`config.mk`:
```
export PLATFORM = sky130hd
export DESIGN_NAME = grid_cell_neighbor_stencil
export DESIGN_NICKNAME = d
export VERILOG_FILES = /design/src/rtl/gcns_pkg.sv /design/src/rtl/gcns_front.sv /design/src/rtl/gcns_queue.sv /design/src/rtl/gcns_back.sv /design/src/rtl/grid_cell_neighbor_stencil.sv
export SDC_FILE = /design/constraint.sdc
export NUM_CORES = 1
export LEC_CHECK = 0
export BUFFER_PORTS_ARGS = -buffer_cell sky130_fd_sc_hd__clkbuf_2
export CAP_MARGIN = 30
export CORE_ASPECT_RATIO = 2
export CORE_UTILIZATION = 45
export DETAILED_ROUTE_END_ITERATION = 8
export SYNTH_ARGS = -nofsm -noshare
export SYNTH_HDL_FRONTEND = slang
export SYNTH_SLANG_ARGS = --single-unit
export TNS_END_PERCENT = 30
```
`constraint.sdc`:
```
create_clock -name clock -period 6.13 [get_ports clock]
set_clock_uncertainty 0.1 [all_clocks]
set_input_delay 1.5325 -clock clock [delete_from_list [all_inputs] [get_ports clock]]
set_output_delay 1.5325 -clock clock [all_outputs]
set_load 0.1 [all_outputs]
```
`src/rtl/gcns_pkg.sv`:
```
// Shared types and constants for the grid cell neighbor stencil.
// Used by every module of the block but the queue, and by its checker; depends on nothing.
package gcns_pkg;

   // Width of one axis register as written through the register port.
   localparam int CFG_BITS   = 9;
   localparam int PLANE_BITS = 2 * CFG_BITS;
   localparam int TOTAL_BITS = 3 * CFG_BITS;
   // Signed offset from the center cell to a neighbor: +-(1 + cells_x + plane).
   localparam int DELTA_BITS = PLANE_BITS + 2;

   // Result payload widths.
   localparam int NB_BITS  = 25;
   localparam int POS_BITS = 5;

   localparam logic signed [NB_BITS-1:0] NO_CELL = '1;

   // Last stencil position for each mode.
   localparam logic [POS_BITS-1:0] LAST_POS_2D = 5'd8;
   localparam logic [POS_BITS-1:0] LAST_POS_3D = 5'd26;

   // Register indexes on the register port.
   localparam int CSR_INDEX_BITS = 2;
   localparam logic [CSR_INDEX_BITS-1:0] REG_CELLS_X = 2'd0;
   localparam logic [CSR_INDEX_BITS-1:0] REG_CELLS_Y = 2'd1;
   localparam logic [CSR_INDEX_BITS-1:0] REG_CELLS_Z = 2'd2;
   localparam logic [CSR_INDEX_BITS-1:0] REG_THREE_D = 2'd3;

   // Offset codes for one axis of the stencil walk.
   localparam logic [1:0] OFS_NEG  = 2'd0;
   localparam logic [1:0] OFS_ZERO = 2'd1;
   localparam logic [1:0] OFS_POS  = 2'd2;

   // Effective grid configuration, with derived plane and cell counts.
   typedef struct packed {
      logic [CFG_BITS-1:0]   cells_x;
      logic [CFG_BITS-1:0]   cells_y;
      logic [CFG_BITS-1:0]   cells_z;
      logic                  three_d;
      logic [PLANE_BITS-1:0] plane;
      logic [TOTAL_BITS-1:0] total;
   } cfg_type;

endpackage

```
`src/rtl/gcns_front.sv`:
```
// Front end of the stencil block: request slot, coordinate recovery and classification.
// Uses gcns_pkg for the configuration type; feeds gcns_queue.
module gcns_front #(
   parameter int INDEX_BITS     = 24,
   parameter int MAX_AXIS_CELLS = 256,
   localparam int AXIS_BITS     = (MAX_AXIS_CELLS > 1) ? $clog2(MAX_AXIS_CELLS) : 1,
   localparam int ENTRY_BITS    = INDEX_BITS + 3 * AXIS_BITS + 1
) (
   input  logic                    clock,
   input  logic                    reset,
   input  logic                    start,
   input  logic [INDEX_BITS-1:0]   req_index,
   output logic                    busy,
   input  gcns_pkg::cfg_type       cfg,
   input  logic                    q_full,
   output logic                    q_push,
   output logic [ENTRY_BITS-1:0]   q_data
);

   localparam int STEPS    = (INDEX_BITS + 1) / 2;
   localparam int DW       = 2 * STEPS;
   localparam int CNT_BITS = (STEPS > 1) ? $clog2(STEPS) : 1;
   localparam logic [CNT_BITS-1:0] LAST_STEP = CNT_BITS'(STEPS - 1);
   localparam int CB       = gcns_pkg::CFG_BITS;

   localparam logic [1:0] ST_IDLE = 2'd0;
   localparam logic [1:0] ST_DIVX = 2'd1;
   localparam logic [1:0] ST_DIVY = 2'd2;
   localparam logic [1:0] ST_PUSH = 2'd3;

   logic [1:0]            state_ff, state_in;
   logic                  pend_valid_ff, pend_valid_in;
   logic [INDEX_BITS-1:0] pend_index_ff, pend_index_in;
   logic [CNT_BITS-1:0]   cnt_ff, cnt_in;
   logic [DW-1:0]         quo_ff, quo_in;
   logic [CB-1:0]         rem_ff, rem_in;
   logic [INDEX_BITS-1:0] idx_ff, idx_in;
   logic [AXIS_BITS-1:0]  x_ff, x_in;

   logic [CB-1:0]         divisor;
   logic [CB-1:0]         shift1, shift2, r1, r2;
   logic                  ge1, ge2;
   logic [DW-1:0]         quo_step;
   logic                  bad;

   // Two restoring division steps per cycle; the divisor is at most 256,
   // so the partial remainder always fits the register width.
   always_comb begin
      divisor  = (state_ff == ST_DIVX) ? cfg.cells_x : cfg.cells_y;
      shift1   = {rem_ff[CB-2:0], quo_ff[DW-1]};
      ge1      = (shift1 >= divisor);
      r1       = ge1 ? (shift1 - divisor) : shift1;
      shift2   = {r1[CB-2:0], quo_ff[DW-2]};
      ge2      = (shift2 >= divisor);
      r2       = ge2 ? (shift2 - divisor) : shift2;
      quo_step = DW'({quo_ff, ge1, ge2});
   end

   // An index at or past the cell count is flagged for the back end.
   assign bad    = ({{(gcns_pkg::TOTAL_BITS - INDEX_BITS){1'b0}}, idx_ff} >= cfg.total);
   assign busy   = pend_valid_ff;
   assign q_push = (state_ff == ST_PUSH) && !q_full;
   // After the second pass the remainder is y and the quotient is z.
   assign q_data = {idx_ff, x_ff, AXIS_BITS'(rem_ff), AXIS_BITS'(quo_ff), bad};

   // Request slot: one transfer is held while the divider works on the previous one.
   always_comb begin
      pend_valid_in = pend_valid_ff;
      pend_index_in = pend_index_ff;
      if ((state_ff == ST_IDLE) && pend_valid_ff) begin
         pend_valid_in = 1'b0;
      end
      if (start && !pend_valid_ff) begin
         pend_valid_in = 1'b1;
         pend_index_in = req_index;
      end
   end

   // Sequencer: x from index / cells_x, then y and z from the quotient / cells_y.
   always_comb begin
      state_in = state_ff;
      cnt_in   = cnt_ff;
      quo_in   = quo_ff;
      rem_in   = rem_ff;
      idx_in   = idx_ff;
      x_in     = x_ff;
      case (state_ff)
         ST_IDLE: begin
            if (pend_valid_ff) begin
               quo_in   = DW'(pend_index_ff);
               idx_in   = pend_index_ff;
               rem_in   = '0;
               cnt_in   = '0;
               state_in = ST_DIVX;
            end
         end
         ST_DIVX: begin
            quo_in = quo_step;
            rem_in = r2;
            cnt_in = cnt_ff + CNT_BITS'(1);
            if (cnt_ff == LAST_STEP) begin
               x_in     = AXIS_BITS'(r2);
               rem_in   = '0;
               cnt_in   = '0;
               state_in = ST_DIVY;
            end
         end
         ST_DIVY: begin
            quo_in = quo_step;
            rem_in = r2;
            cnt_in = cnt_ff + CNT_BITS'(1);
            if (cnt_ff == LAST_STEP) begin
               cnt_in   = '0;
               state_in = ST_PUSH;
            end
         end
         ST_PUSH: begin
            if (!q_full) begin
               state_in = ST_IDLE;
            end
         end
         default: begin
            state_in = ST_IDLE;
         end
      endcase
   end

   // Control registers.
   always_ff @(posedge clock) begin
      if (reset) begin
         state_ff      <= ST_IDLE;
         pend_valid_ff <= 1'b0;
         cnt_ff        <= '0;
      end else begin
         state_ff      <= state_in;
         pend_valid_ff <= pend_valid_in;
         cnt_ff        <= cnt_in;
      end
   end

   // Datapath registers.
   always_ff @(posedge clock) begin
      pend_index_ff <= pend_index_in;
      quo_ff        <= quo_in;
      rem_ff        <= rem_in;
      idx_ff        <= idx_in;
      x_ff          <= x_in;
   end

endmodule

```
`src/rtl/gcns_queue.sv`:
```
// Two-entry queue that decouples the front end from the stencil walker.
// Generic payload vector; depends on nothing else.
module gcns_queue #(
   parameter int DATA_BITS = 49
) (
   input  logic                 clock,
   input  logic                 reset,
   input  logic                 push,
   input  logic [DATA_BITS-1:0] push_data,
   input  logic                 pop,
   output logic [DATA_BITS-1:0] pop_data,
   output logic                 empty,
   output logic                 full
);

   localparam int DEPTH    = 2;
   localparam int PTR_BITS = $clog2(DEPTH);
   localparam int CNT_BITS = $clog2(DEPTH + 1);

   logic [DATA_BITS-1:0] slot_ff [DEPTH];
   logic [PTR_BITS-1:0]  wr_ptr_ff, wr_ptr_in;
   logic [PTR_BITS-1:0]  rd_ptr_ff, rd_ptr_in;
   logic [CNT_BITS-1:0]  count_ff, count_in;

   assign empty    = (count_ff == '0);
   assign full     = (count_ff == CNT_BITS'(DEPTH));
   assign pop_data = slot_ff[rd_ptr_ff];

   // Pointer and fill count update for each transfer in and out.
   always_comb begin
      wr_ptr_in = push ? (wr_ptr_ff + PTR_BITS'(1)) : wr_ptr_ff;
      rd_ptr_in = pop  ? (rd_ptr_ff + PTR_BITS'(1)) : rd_ptr_ff;
      count_in  = count_ff;
      if (push && !pop) begin
         count_in = count_ff + CNT_BITS'(1);
      end else if (pop && !push) begin
         count_in = count_ff - CNT_BITS'(1);
      end
   end

   always_ff @(posedge clock) begin
      if (reset) begin
         wr_ptr_ff <= '0;
         rd_ptr_ff <= '0;
         count_ff  <= '0;
      end else begin
         wr_ptr_ff <= wr_ptr_in;
         rd_ptr_ff <= rd_ptr_in;
         count_ff  <= count_in;
      end
   end

   always_ff @(posedge clock) begin
      if (push) begin
         slot_ff[wr_ptr_ff] <= push_data;
      end
   end

endmodule

```
`src/rtl/gcns_back.sv`:
```
// Back end of the stencil block: walks the 3x3 or 3x3x3 stencil of one queued cell.
// Uses gcns_pkg for the configuration type and result constants; fed by gcns_queue.
module gcns_back #(
   parameter int INDEX_BITS     = 24,
   parameter int MAX_AXIS_CELLS = 256,
   localparam int AXIS_BITS     = (MAX_AXIS_CELLS > 1) ? $clog2(MAX_AXIS_CELLS) : 1,
   localparam int ENTRY_BITS    = INDEX_BITS + 3 * AXIS_BITS + 1
) (
   input  logic                                   clock,
   input  logic                                   reset,
   input  gcns_pkg::cfg_type                      cfg,
   input  logic                                   q_empty,
   input  logic [ENTRY_BITS-1:0]                  q_data,
   output logic                                   q_pop,
   output logic                                   rsp_valid,
   output logic signed [gcns_pkg::NB_BITS-1:0]    rsp_neighbor_index,
   output logic [gcns_pkg::POS_BITS-1:0]          rsp_stencil_position,
   output logic                                   rsp_last,
   output logic                                   rsp_bad_index
);

   localparam int CB = gcns_pkg::CFG_BITS;
   localparam int DB = gcns_pkg::DELTA_BITS;
   localparam int NB = gcns_pkg::NB_BITS;
   localparam int PB = gcns_pkg::POS_BITS;

   // Queue entry fields.
   logic [INDEX_BITS-1:0] e_idx;
   logic [AXIS_BITS-1:0]  e_x, e_y, e_z;
   logic                  e_bad;

   // Walker state for the cell being expanded.
   logic                  act_ff, act_in;
   logic [INDEX_BITS-1:0] idx_ff, idx_in;
   logic [AXIS_BITS-1:0]  x_ff, x_in, y_ff, y_in, z_ff, z_in;
   logic                  bad_ff, bad_in;
   logic [1:0]            dx_ff, dx_in, dy_ff, dy_in, dz_ff, dz_in;
   logic [PB-1:0]         pos_ff, pos_in;

   // Offset stage.
   logic                  stg_valid_ff;
   logic [INDEX_BITS-1:0] stg_idx_ff;
   logic signed [DB-1:0]  stg_delta_ff;
   logic                  stg_ok_ff;
   logic [PB-1:0]         stg_pos_ff;
   logic                  stg_last_ff;
   logic                  stg_bad_ff;

   // Result registers.
   logic                  rsp_valid_ff;
   logic signed [NB-1:0]  rsp_nb_ff;
   logic [PB-1:0]         rsp_pos_ff;
   logic                  rsp_last_ff;
   logic                  rsp_bad_ff;

   logic [PB-1:0]         last_pos;
   logic                  at_last;
   logic                  take;
   logic [1:0]            dz_first;
   logic                  dz_end;
   logic [CB-1:0]         x_ext, y_ext, z_ext;
   logic                  x_ok, y_ok, z_ok, cell_ok;
   logic signed [DB-1:0]  dx_term, dy_term, dz_term, delta;
   logic [NB-1:0]         nb_sum;

   assign {e_idx, e_x, e_y, e_z, e_bad} = q_data;

   assign last_pos = cfg.three_d ? gcns_pkg::LAST_POS_3D : gcns_pkg::LAST_POS_2D;
   assign at_last  = act_ff && (pos_ff == last_pos);
   assign take     = !q_empty && (!act_ff || at_last);
   assign q_pop    = take;
   assign dz_first = cfg.three_d ? gcns_pkg::OFS_NEG : gcns_pkg::OFS_ZERO;
   assign dz_end   = !cfg.three_d || (dz_ff == gcns_pkg::OFS_POS);

   // Walk order: x offset outermost, then y, then z innermost.
   always_comb begin
      act_in = act_ff;
      idx_in = idx_ff;
      x_in   = x_ff;
      y_in   = y_ff;
      z_in   = z_ff;
      bad_in = bad_ff;
      dx_in  = dx_ff;
      dy_in  = dy_ff;
      dz_in  = dz_ff;
      pos_in = pos_ff;
      if (take) begin
         act_in = 1'b1;
         idx_in = e_idx;
         x_in   = e_x;
         y_in   = e_y;
         z_in   = e_z;
         bad_in = e_bad;
         dx_in  = gcns_pkg::OFS_NEG;
         dy_in  = gcns_pkg::OFS_NEG;
         dz_in  = dz_first;
         pos_in = '0;
      end else if (at_last) begin
         act_in = 1'b0;
      end else if (act_ff) begin
         pos_in = pos_ff + PB'(1);
         if (dz_end) begin
            dz_in = dz_first;
            if (dy_ff == gcns_pkg::OFS_POS) begin
               dy_in = gcns_pkg::OFS_NEG;
               dx_in = dx_ff + 2'd1;
            end else begin
               dy_in = dy_ff + 2'd1;
            end
         end else begin
            dz_in = dz_ff + 2'd1;
         end
      end
   end

   // Boundary checks: a step below zero or past the last cell leaves the grid.
   always_comb begin
      x_ext = {{(CB - AXIS_BITS){1'b0}}, x_ff};
      y_ext = {{(CB - AXIS_BITS){1'b0}}, y_ff};
      z_ext = {{(CB - AXIS_BITS){1'b0}}, z_ff};
      x_ok  = !((dx_ff == gcns_pkg::OFS_NEG) && (x_ext == '0)) &&
              !((dx_ff == gcns_pkg::OFS_POS) && (x_ext == cfg.cells_x - CB'(1)));
      y_ok  = !((dy_ff == gcns_pkg::OFS_NEG) && (y_ext == '0)) &&
              !((dy_ff == gcns_pkg::OFS_POS) && (y_ext == cfg.cells_y - CB'(1)));
      z_ok  = !((dz_ff == gcns_pkg::OFS_NEG) && (z_ext == '0)) &&
              !((dz_ff == gcns_pkg::OFS_POS) && (z_ext == cfg.cells_z - CB'(1)));
      cell_ok = !bad_ff && x_ok && y_ok && z_ok;
   end

   // Linear offset of the neighbor: dx + dy * cells_x + dz * plane.
   always_comb begin
      dx_term = '0;
      dy_term = '0;
      dz_term = '0;
      case (dx_ff)
         gcns_pkg::OFS_NEG: dx_term = -DB'(1);
         gcns_pkg::OFS_POS: dx_term = DB'(1);
         default:           dx_term = '0;
      endcase
      case (dy_ff)
         gcns_pkg::OFS_NEG: dy_term = -$signed({{(DB - CB){1'b0}}, cfg.cells_x});
         gcns_pkg::OFS_POS: dy_term = $signed({{(DB - CB){1'b0}}, cfg.cells_x});
         default:           dy_term = '0;
      endcase
      case (dz_ff)
         gcns_pkg::OFS_NEG: dz_term = -$signed({2'b00, cfg.plane});
         gcns_pkg::OFS_POS: dz_term = $signed({2'b00, cfg.plane});
         default:           dz_term = '0;
      endcase
      delta = dx_term + dy_term + dz_term;
   end

   // The center index plus the sign-extended offset, modulo the result width.
   assign nb_sum = {{(NB - INDEX_BITS){1'b0}}, stg_idx_ff} +
                   {{(NB - DB){stg_delta_ff[DB-1]}}, stg_delta_ff};

   assign rsp_valid            = rsp_valid_ff;
   assign rsp_neighbor_index   = rsp_nb_ff;
   assign rsp_stencil_position = rsp_pos_ff;
   assign rsp_last             = rsp_last_ff;
   assign rsp_bad_index        = rsp_bad_ff;

   // Control registers.
   always_ff @(posedge clock) begin
      if (reset) begin
         act_ff       <= 1'b0;
         stg_valid_ff <= 1'b0;
         rsp_valid_ff <= 1'b0;
      end else begin
         act_ff       <= act_in;
         stg_valid_ff <= act_ff;
         rsp_valid_ff <= stg_valid_ff;
      end
   end

   // Walker, offset stage and result registers.
   always_ff @(posedge clock) begin
      idx_ff       <= idx_in;
      x_ff         <= x_in;
      y_ff         <= y_in;
      z_ff         <= z_in;
      bad_ff       <= bad_in;
      dx_ff        <= dx_in;
      dy_ff        <= dy_in;
      dz_ff        <= dz_in;
      pos_ff       <= pos_in;
      stg_idx_ff   <= idx_ff;
      stg_delta_ff <= delta;
      stg_ok_ff    <= cell_ok;
      stg_pos_ff   <= pos_ff;
      stg_last_ff  <= at_last;
      stg_bad_ff   <= bad_ff;
      rsp_nb_ff    <= stg_ok_ff ? $signed(nb_sum) : gcns_pkg::NO_CELL;
      rsp_pos_ff   <= stg_pos_ff;
      rsp_last_ff  <= stg_last_ff;
      rsp_bad_ff   <= stg_bad_ff;
   end

endmodule

```
`src/rtl/grid_cell_neighbor_stencil.sv`:
```
// Top level of the grid cell neighbor stencil: register file and block wiring.
// Depends on gcns_pkg, gcns_front, gcns_queue and gcns_back.

// A request carries the linear index of one cell and is taken while busy is low;
// one more request is held while the previous one is still being decoded. The
// front end recovers x, y and z with a shared radix-4 divider, one pass for
// index / cells_x and one for that quotient / cells_y. The back end then sends
// 9 (2D) or 27 (3D) results on consecutive cycles, one per stencil position, with
// rsp_last on the final one; the walk of one request overlaps the decoding of the
// next. Results cannot be held off; rsp_valid marks each one for a single cycle.
// Register writes are always ready and must be made only while no request is
// outstanding.
module grid_cell_neighbor_stencil #(
   parameter int MAX_AXIS_CELLS = 256,
   parameter int INDEX_BITS     = 24
) (
   input  logic                                      clock,
   input  logic                                      reset,
   input  logic                                      start,
   output logic                                      busy,
   input  logic [INDEX_BITS-1:0]                     req_cell_index,
   output logic                                      rsp_valid,
   output logic signed [gcns_pkg::NB_BITS-1:0]       rsp_neighbor_index,
   output logic [gcns_pkg::POS_BITS-1:0]             rsp_stencil_position,
   output logic                                      rsp_last,
   output logic                                      rsp_bad_index,
   input  logic                                      csr_valid,
   output logic                                      csr_ready,
   input  logic [gcns_pkg::CSR_INDEX_BITS-1:0]       csr_index,
   input  logic [gcns_pkg::CFG_BITS-1:0]             csr_data
);

   localparam int AXIS_BITS  = (MAX_AXIS_CELLS > 1) ? $clog2(MAX_AXIS_CELLS) : 1;
   localparam int ENTRY_BITS = INDEX_BITS + 3 * AXIS_BITS + 1;
   localparam int CB         = gcns_pkg::CFG_BITS;
   localparam logic [CB-1:0] AXIS_MAX = CB'(MAX_AXIS_CELLS);

   logic [CB-1:0]     cells_x_ff, cells_x_in;
   logic [CB-1:0]     cells_y_ff, cells_y_in;
   logic [CB-1:0]     cells_z_ff, cells_z_in;
   logic              three_d_ff, three_d_in;
   gcns_pkg::cfg_type cfg_ff, cfg_in;

   logic                  q_push, q_pop, q_empty, q_full;
   logic [ENTRY_BITS-1:0] q_push_data, q_pop_data;

   // Zero acts as one cell and anything past the limit as the limit.
   function automatic logic [CB-1:0] axis_eff(input logic [CB-1:0] v);
      logic [CB-1:0] r;
      r = v;
      if (v == '0) begin
         r = CB'(1);
      end else if (v > AXIS_MAX) begin
         r = AXIS_MAX;
      end
      return r;
   endfunction

   assign csr_ready = 1'b1;

   // Register writes.
   always_comb begin
      cells_x_in = cells_x_ff;
      cells_y_in = cells_y_ff;
      cells_z_in = cells_z_ff;
      three_d_in = three_d_ff;
      if (csr_valid && csr_ready) begin
         case (csr_index)
            gcns_pkg::REG_CELLS_X: cells_x_in = csr_data;
            gcns_pkg::REG_CELLS_Y: cells_y_in = csr_data;
            gcns_pkg::REG_CELLS_Z: cells_z_in = csr_data;
            gcns_pkg::REG_THREE_D: three_d_in = csr_data[0];
            default:               three_d_in = three_d_ff;
         endcase
      end
   end

   // Effective configuration; plane is registered from the registered axis counts,
   // and total is registered from the registered plane.
   always_comb begin
      cfg_in.cells_x = axis_eff(cells_x_ff);
      cfg_in.cells_y = axis_eff(cells_y_ff);
      cfg_in.cells_z = three_d_ff ? axis_eff(cells_z_ff) : CB'(1);
      cfg_in.three_d = three_d_ff;
      cfg_in.plane   = gcns_pkg::PLANE_BITS'(cfg_ff.cells_x) *
                       gcns_pkg::PLANE_BITS'(cfg_ff.cells_y);
      cfg_in.total   = gcns_pkg::TOTAL_BITS'(cfg_ff.plane) *
                       gcns_pkg::TOTAL_BITS'(cfg_ff.cells_z);
   end

   always_ff @(posedge clock) begin
      if (reset) begin
         cells_x_ff <= CB'(1);
         cells_y_ff <= CB'(1);
         cells_z_ff <= CB'(1);
         three_d_ff <= 1'b1;
      end else begin
         cells_x_ff <= cells_x_in;
         cells_y_ff <= cells_y_in;
         cells_z_ff <= cells_z_in;
         three_d_ff <= three_d_in;
      end
   end

   always_ff @(posedge clock) begin
      cfg_ff <= cfg_in;
   end

   gcns_front #(
      .INDEX_BITS     (INDEX_BITS),
      .MAX_AXIS_CELLS (MAX_AXIS_CELLS)
   ) u_front (
      .clock     (clock),
      .reset     (reset),
      .start     (start),
      .req_index (req_cell_index),
      .busy      (busy),
      .cfg       (cfg_ff),
      .q_full    (q_full),
      .q_push    (q_push),
      .q_data    (q_push_data)
   );

   gcns_queue #(
      .DATA_BITS (ENTRY_BITS)
   ) u_queue (
      .clock     (clock),
      .reset     (reset),
      .push      (q_push),
      .push_data (q_push_data),
      .pop       (q_pop),
      .pop_data  (q_pop_data),
      .empty     (q_empty),
      .full      (q_full)
   );

   gcns_back #(
      .INDEX_BITS     (INDEX_BITS),
      .MAX_AXIS_CELLS (MAX_AXIS_CELLS)
   ) u_back (
      .clock                (clock),
      .reset                (reset),
      .cfg                  (cfg_ff),
      .q_empty              (q_empty),
      .q_data               (q_pop_data),
      .q_pop                (q_pop),
      .rsp_valid            (rsp_valid),
      .rsp_neighbor_index   (rsp_neighbor_index),
      .rsp_stencil_position (rsp_stencil_position),
      .rsp_last             (rsp_last),
      .rsp_bad_index        (rsp_bad_index)
   );

endmodule

```
== After elaboration in Yosys (flattened, before gate mapping) ==
Memory sizes are Yosys's and may differ from the RTL's. A register that Yosys moved wholly into a read port is not among the register bits.
Cells that the tools add are included.
Word-level totals
  input port bits: 39
  logic and storage cells: 199
  register bits after elaboration: 298
  memories: 1
  bits in writable memories: 98
Memories
  u_queue.slot_ff: words 2, width 49, read ports 1, clocked after memory_dff 1, write ports 1, RTL line gcns_queue.sv:20  | logic [DATA_BITS-1:0] slot_ff [DEPTH];
Cells by class
  eq/ne operators: 20
  multiply operators: 2
  add/subtract/negate cells: 19
  order comparisons: 6
  bitwise operators: 2
  reductions and logical operators: 71
  muxes and demuxes: 37
Operator list (number)
  $pmux 20 s2: 3
  $pmux 24 s2: 1
  $add 20x20->20: 2
  $mux 9: 4
  $mux 8: 4
  $eq 8x9->1: 3
  $ge 24x27->1: 1
  $gt 9x9->1 const B: 3
  $logic_not 9->1: 3
  $mul 18x9->27: 1
  $sub 9x1->9 const B: 3
  $add 24x25->25: 1
  $logic_not 8->1: 3
  $mux 24: 1
  $pmux 8 s3: 1
  $mux 2: 11
  $neg 18->20: 1
  $neg 9->20: 1
  $reduce_and 2->1: 10
  $logic_and 1x1->1: 19
  $ge 9x9->1: 2
  $mul 9x9->18: 1
  $eq 2x2->1 const B: 8
  $sub 8x8->8: 2
  other kinds (25): 68

== Longest topological paths before layout ==
  word-level depth: 8
  depth in mapped cells: 26
  mapped depth without buffers: 22

== Cells and area by module ==
A second synthesis with hierarchy kept.
Unflattened totals
  cell total of the unflattened synthesis: 2588
  area total of the unflattened synthesis: 27586.5 sq um
Modules (own cells, without submodules)
  grid_cell_neighbor_stencil: sequential area each 2021.9 sq um, instances 1, area an instance 10446.3 sq um, cells each 1143
  gcns_back: sequential area each 3453.3 sq um, instances 1, area an instance 8220.4 sq um, cells each 848
  gcns_front: sequential area each 2782.7 sq um, instances 1, area an instance 5180.0 sq um, cells each 423
  gcns_queue: sequential area each 3042.9 sq um, instances 1, area an instance 3739.8 sq um, cells each 174

== Least setup slack after synthesis ==
Ideal clock, no wire load.
  path type: register to register
  from: register u_front.state_ff[1]
  to: register u_front.quo_ff[0], data pin
  data required time: 5.770 ns
  data arrival time: 4.933 ns
  clock period less this slack: 5.292 ns
  cell stages (with the launch flop): 26
  buffers on the path: 4
  library setup time: 0.260 ns
  setup slack: 0.838 ns
  cell sequence: dfxtp_1 -> inv_1 -> ha_1 -> buf_4 -> clkbuf_1 -> inv_1 -> a21boi_0 -> ha_1 -> nor2b_1 -> o22ai_1 -> nand3_1 -> a21bo_2 -> o21ai_1 -> nor2_1 -> xor2_1 -> ha_1 -> clkbuf_1 -> nand2_1 -> nand2_1 -> a21o_1 -> a21o_1 -> a21o_1 -> a21oi_1 -> nand3_1 -> buf_2 -> mux2_2
Between the ends
  longest elaborated chain between the ends: 6
RTL lines
  start, declared: RTL line gcns_front.sv:31  | logic [1:0] state_ff, state_in;
  start signal, assigned: RTL line gcns_front.sv:135  | state_ff <= state_in;
  $eq 2x1->1: RTL line gcns_front.sv:49, gcns_front.sv:87
  $mux 9: RTL line gcns_front.sv:49  | divisor = (state_ff == ST_DIVX) ? cfg.cells_x : cfg.cells_y;
  $sub 8x8->8 or $ge 9x9->1 (tied branches): RTL line gcns_front.sv:52, gcns_front.sv:51
  $mux 8: RTL line gcns_front.sv:52  | r1 = ge1 ? (shift1 - divisor) : shift1;
  $ge 9x9->1: RTL line gcns_front.sv:54  | ge2 = (shift2 >= divisor);
  $pmux 24 s2 (*): RTL line gcns_front.sv:87  | case (state_ff)
  named net u_front.quo_in[0]: RTL line gcns_front.sv:35  | logic [DW-1:0] quo_ff, quo_in;
  end signal, assigned: RTL line gcns_front.sv:144  | quo_ff <= quo_in;
  end, declared: RTL line gcns_front.sv:35
The timed path passes the listed nets; every way through them passes the cells marked *.
A chain may end at the register's enable or synchronous reset.

==> impl_metrics.json <==
{
  "netlist_area_um2": 27300,
  "tightest_slew_ns": 0.977,
  "fmax_mhz": 176,
  "routedWlPerCell_um": 20.0,
  "areaGrowthSynthToFinish_pct": 9.24,
  "irDropWorstVdd_mv": 0.411,
  "io_pins": 74,
  "grt_pass1_wl_mm": 105,
  "critPathLaunch": "cfg_ff[48]",
  "cts_tree": "yes",
  "synth_edf_count": 237,
  "fin_area_um2": 29800,
  "numCtsBuffers": 41,
  "clk_latency_ns": 0.57,
  "synthCells": 2604,
  "firstDrtPassIters": 5,
  "clockBufferDepth": 3,
  "cts.sinks": 445,
  "num_antenna_cells": 0,
  "syn_avg_cell_area_um2": 10.5,
  "final_cell_mix": "inv_1, edfxtp_1, nand2_1",
  "cts_hold_buf": 0,
  "fp.dieH_um": 350,
  "htreeDepth": 2,
  "setup_viol": 0,
  "vias": 18400,
  "numPortBuffers": 72,
  "gp_congestion": 0.940,
  "rows": 127,
  "endpoint_kind": "register",
  "drt_iter0_markers": 842,
  "rsz0062_at_grt": "false",
  "drv_slew": 0,
  "root_buffer": "clkbuf_16",
  "core_um2": 59900,
  "cts_resized": 0,
  "yosysWarnings": 0,
  "synthDistinctLibCells": 73,
  "p_leak_uw": 0.0127,
  "start_util_pct": 45.5,
  "final_common_cell": "inv_1",
  "die_area_um2": 61600,
  "cp.required_ns": 6.47,
  "track_usage_pct": 22.7,
  "start_kind": "register",
  "powerDensity_nw_per_um2": 468,
  "drc": 0,
  "hold_path_class": "register to register",
  "finalHoldWorstSlack_ns": 0.231,
  "reg2reg_from": "cfg_ff[48]",
  "antenna_found_initial": 0,
  "drtAntennaViolNets": 0,
  "period_share_pct": 92.5,
  "path_clk_slew_ns": 0.06,
  "first_global_vias": 19300,
  "min_period_ns": 5.67,
  "gr-total-overflow": 0,
  "syn_nets": 3016,
  "routed_wl_mm": 69.0,
  "ys_ff_latch": 445,
  "dpl_cell_area_um2": 28500,
  "dpl.hpwl_mm": 54.6,
  "maxCapViolations": 0,
  "grt_max_degree": 55,
  "synth-main-ff-cell": "edfxtp_1",
  "die_w_um": 176,
  "finalHoldViolations": 0,
  "worstPathMaxFanout": 19,
  "critical_path_arrival_ns": 6.01,
  "criticalPathCategory": "register to register",
  "post_cts_buffers": 0,
  "synth.yosys.seq_area_share_pct": 41.4,
  "hold_start": "u_back.stg_pos_ff[3]",
  "status": "finished clean",
  "synthArstFlopShare_pct": 0,
  "nets": 3061,
  "vias_per_cell": 5.34,
  "slew_headroom_pct": 34.8,
  "drive_above_1_share_pct": 10.1,
  "setup_tns_ns": 0
}
[logic make-up (layout without fill, tap and decap cells)]
family / after synthesis / count (layout) / synth area share, %
xor gates and xnor gates: 108 / 108 / 3.47
DFF: 445 / 445 / 41.4
and+or+nand+nor: 768 / 768 / 14.1
other: 1 / 1 / 0.0138
AOI/OAI and AO/OA: 355 / 355 / 8.18
adders and majority gates: 373 / 373 / 22.2
buffers and inverters: 444 / 521 / 6.15
muxes: 110 / 110 / 4.44
[cell usage after synthesis (3+ instances only)]
master / instances / share of area (%)
inv_1: 344 / 4.7
edfxtp_1: 237 / 26
nand2_1: 231 / 3.2
dfxtp_1: 208 / 15
ha_1: 187 / 8.6
fa_1: 186 / 14
and2_1: 148 / 3.4
nor2_1: 141 / 1.9
o21ai_0: 106 / 1.9
clkbuf_1: 88 / 1.2
a21oi_1: 86 / 1.6
mux2_2: 77 / 3.2
xnor2_1: 72 / 2.3
nor3_1: 48 / 0.88
nand3_1: 44 / 0.81
a21o_1: 41 / 1.1
xor2_1: 36 / 1.2
mux2i_1: 32 / 1.2
nor2b_1: 31 / 0.71
nand4_1: 21 / 0.48
nand2b_1: 20 / 0.46
or3_1: 17 / 0.39
o21a_1: 16 / 0.44
a211oi_1: 13 / 0.36
nor4_1: 13 / 0.30
a31oi_1: 12 / 0.28
o211ai_1: 11 / 0.30
o31ai_1: 11 / 0.30
a21boi_0: 10 / 0.28
and3_1: 10 / 0.23
a211o_1: 9 / 0.29
nand3b_1: 9 / 0.25
nor3b_1: 9 / 0.25
or2_2: 7 / 0.16
buf_1: 6 / 0.083
a22oi_1: 4 / 0.11
and4_1: 4 / 0.13
nor4b_1: 4 / 0.13
o311ai_0: 4 / 0.13
a221oi_1: 3 / 0.096
a41oi_1: 3 / 0.096
buf_2: 3 / 0.055
or3_4: 3 / 0.12
[critical path: stages (launching register included)]
cell	delay, ns
dfxtp_1	0.76
buf_4	0.25
nand2_1	0.08
fa_1	0.55
inv_1	0.05
fa_1	0.49
inv_1	0.05
fa_1	0.47
inv_1	0.05
fa_1	0.50
ha_1	0.35
a21boi_0	0.25
o21ai_0	0.28
a21o_1	0.28
o211a_1	0.25
o21ai_0	0.43
xor2_1	0.32
[report_power, final]
group          internal (uW)  total (uW)  switching [uW]
Sequential              4060        4570             513
Combinational           2620        6860            4240
Clock                   1330        2490            1160
[per-stage QoR]
| stage | util, % | total power, uW | worst slack, ns | instances |
|---|---|---|---|---|
| floorplan | - | 9580 | 0.838 | 2604 |
| global route | 49.7 | 14900 | 0.00171 | 3455 |
| finish | 49.7 | 13900 | 0.459 | 3455 |
| detailed placement | 47.5 | 11500 | 0.480 | 3380 |
| CTS | 49.7 | 14000 | 0.438 | 3455 |
| global placement | 47.5 | 11300 | 0.562 | 3379 |
[state kept, by name, indices dropped and copies added, names as in the netlist, 20 cells and up]
name,count
u_queue.slot_ff,98
cfg_ff,73
u_back.rsp_neighbor_index,25
u_back.idx_ff,24
u_back.stg_idx_ff,24
u_front.idx_ff,24
u_front.pend_index_ff,24
u_front.quo_ff,24
u_back.stg_delta_ff,20
[cell type report]
| class | count | area, um^2 |
|---|---|---|
| clock inverters | 21 | 181 |
| multi-input cells | 1715 | 14300 |
| well taps | 774 | 968 |
| inverters | 345 | 1290 |
| fillers | 5435 | 30100 |
| clock buffers | 54 | 1140 |
| repair buffers | 101 | 598 |
| flip-flops and latches | 445 | 11300 |
[path summary, 6_finish.rpt]
kind                               endpoint  slack (ns)  cells past startpoint
max reg2reg                      cfg_ff[20]        0.46                     16
min reg2reg  u_back.rsp_stencil_position[3]        0.23                      0
max                              cfg_ff[20]        0.46                     16
min          u_back.rsp_stencil_position[3]        0.23                      0
[per-layer routing]
metal,vias up,global-route usage [%],share of wire (%)
li1,8795,-,-
met1,9081,21.1,33
met2,374,45.0,57
met3,184,1.95,2.3
met4,0,16.3,7.7
met5,-,0,0
Power figures use the tool's default switching activity.
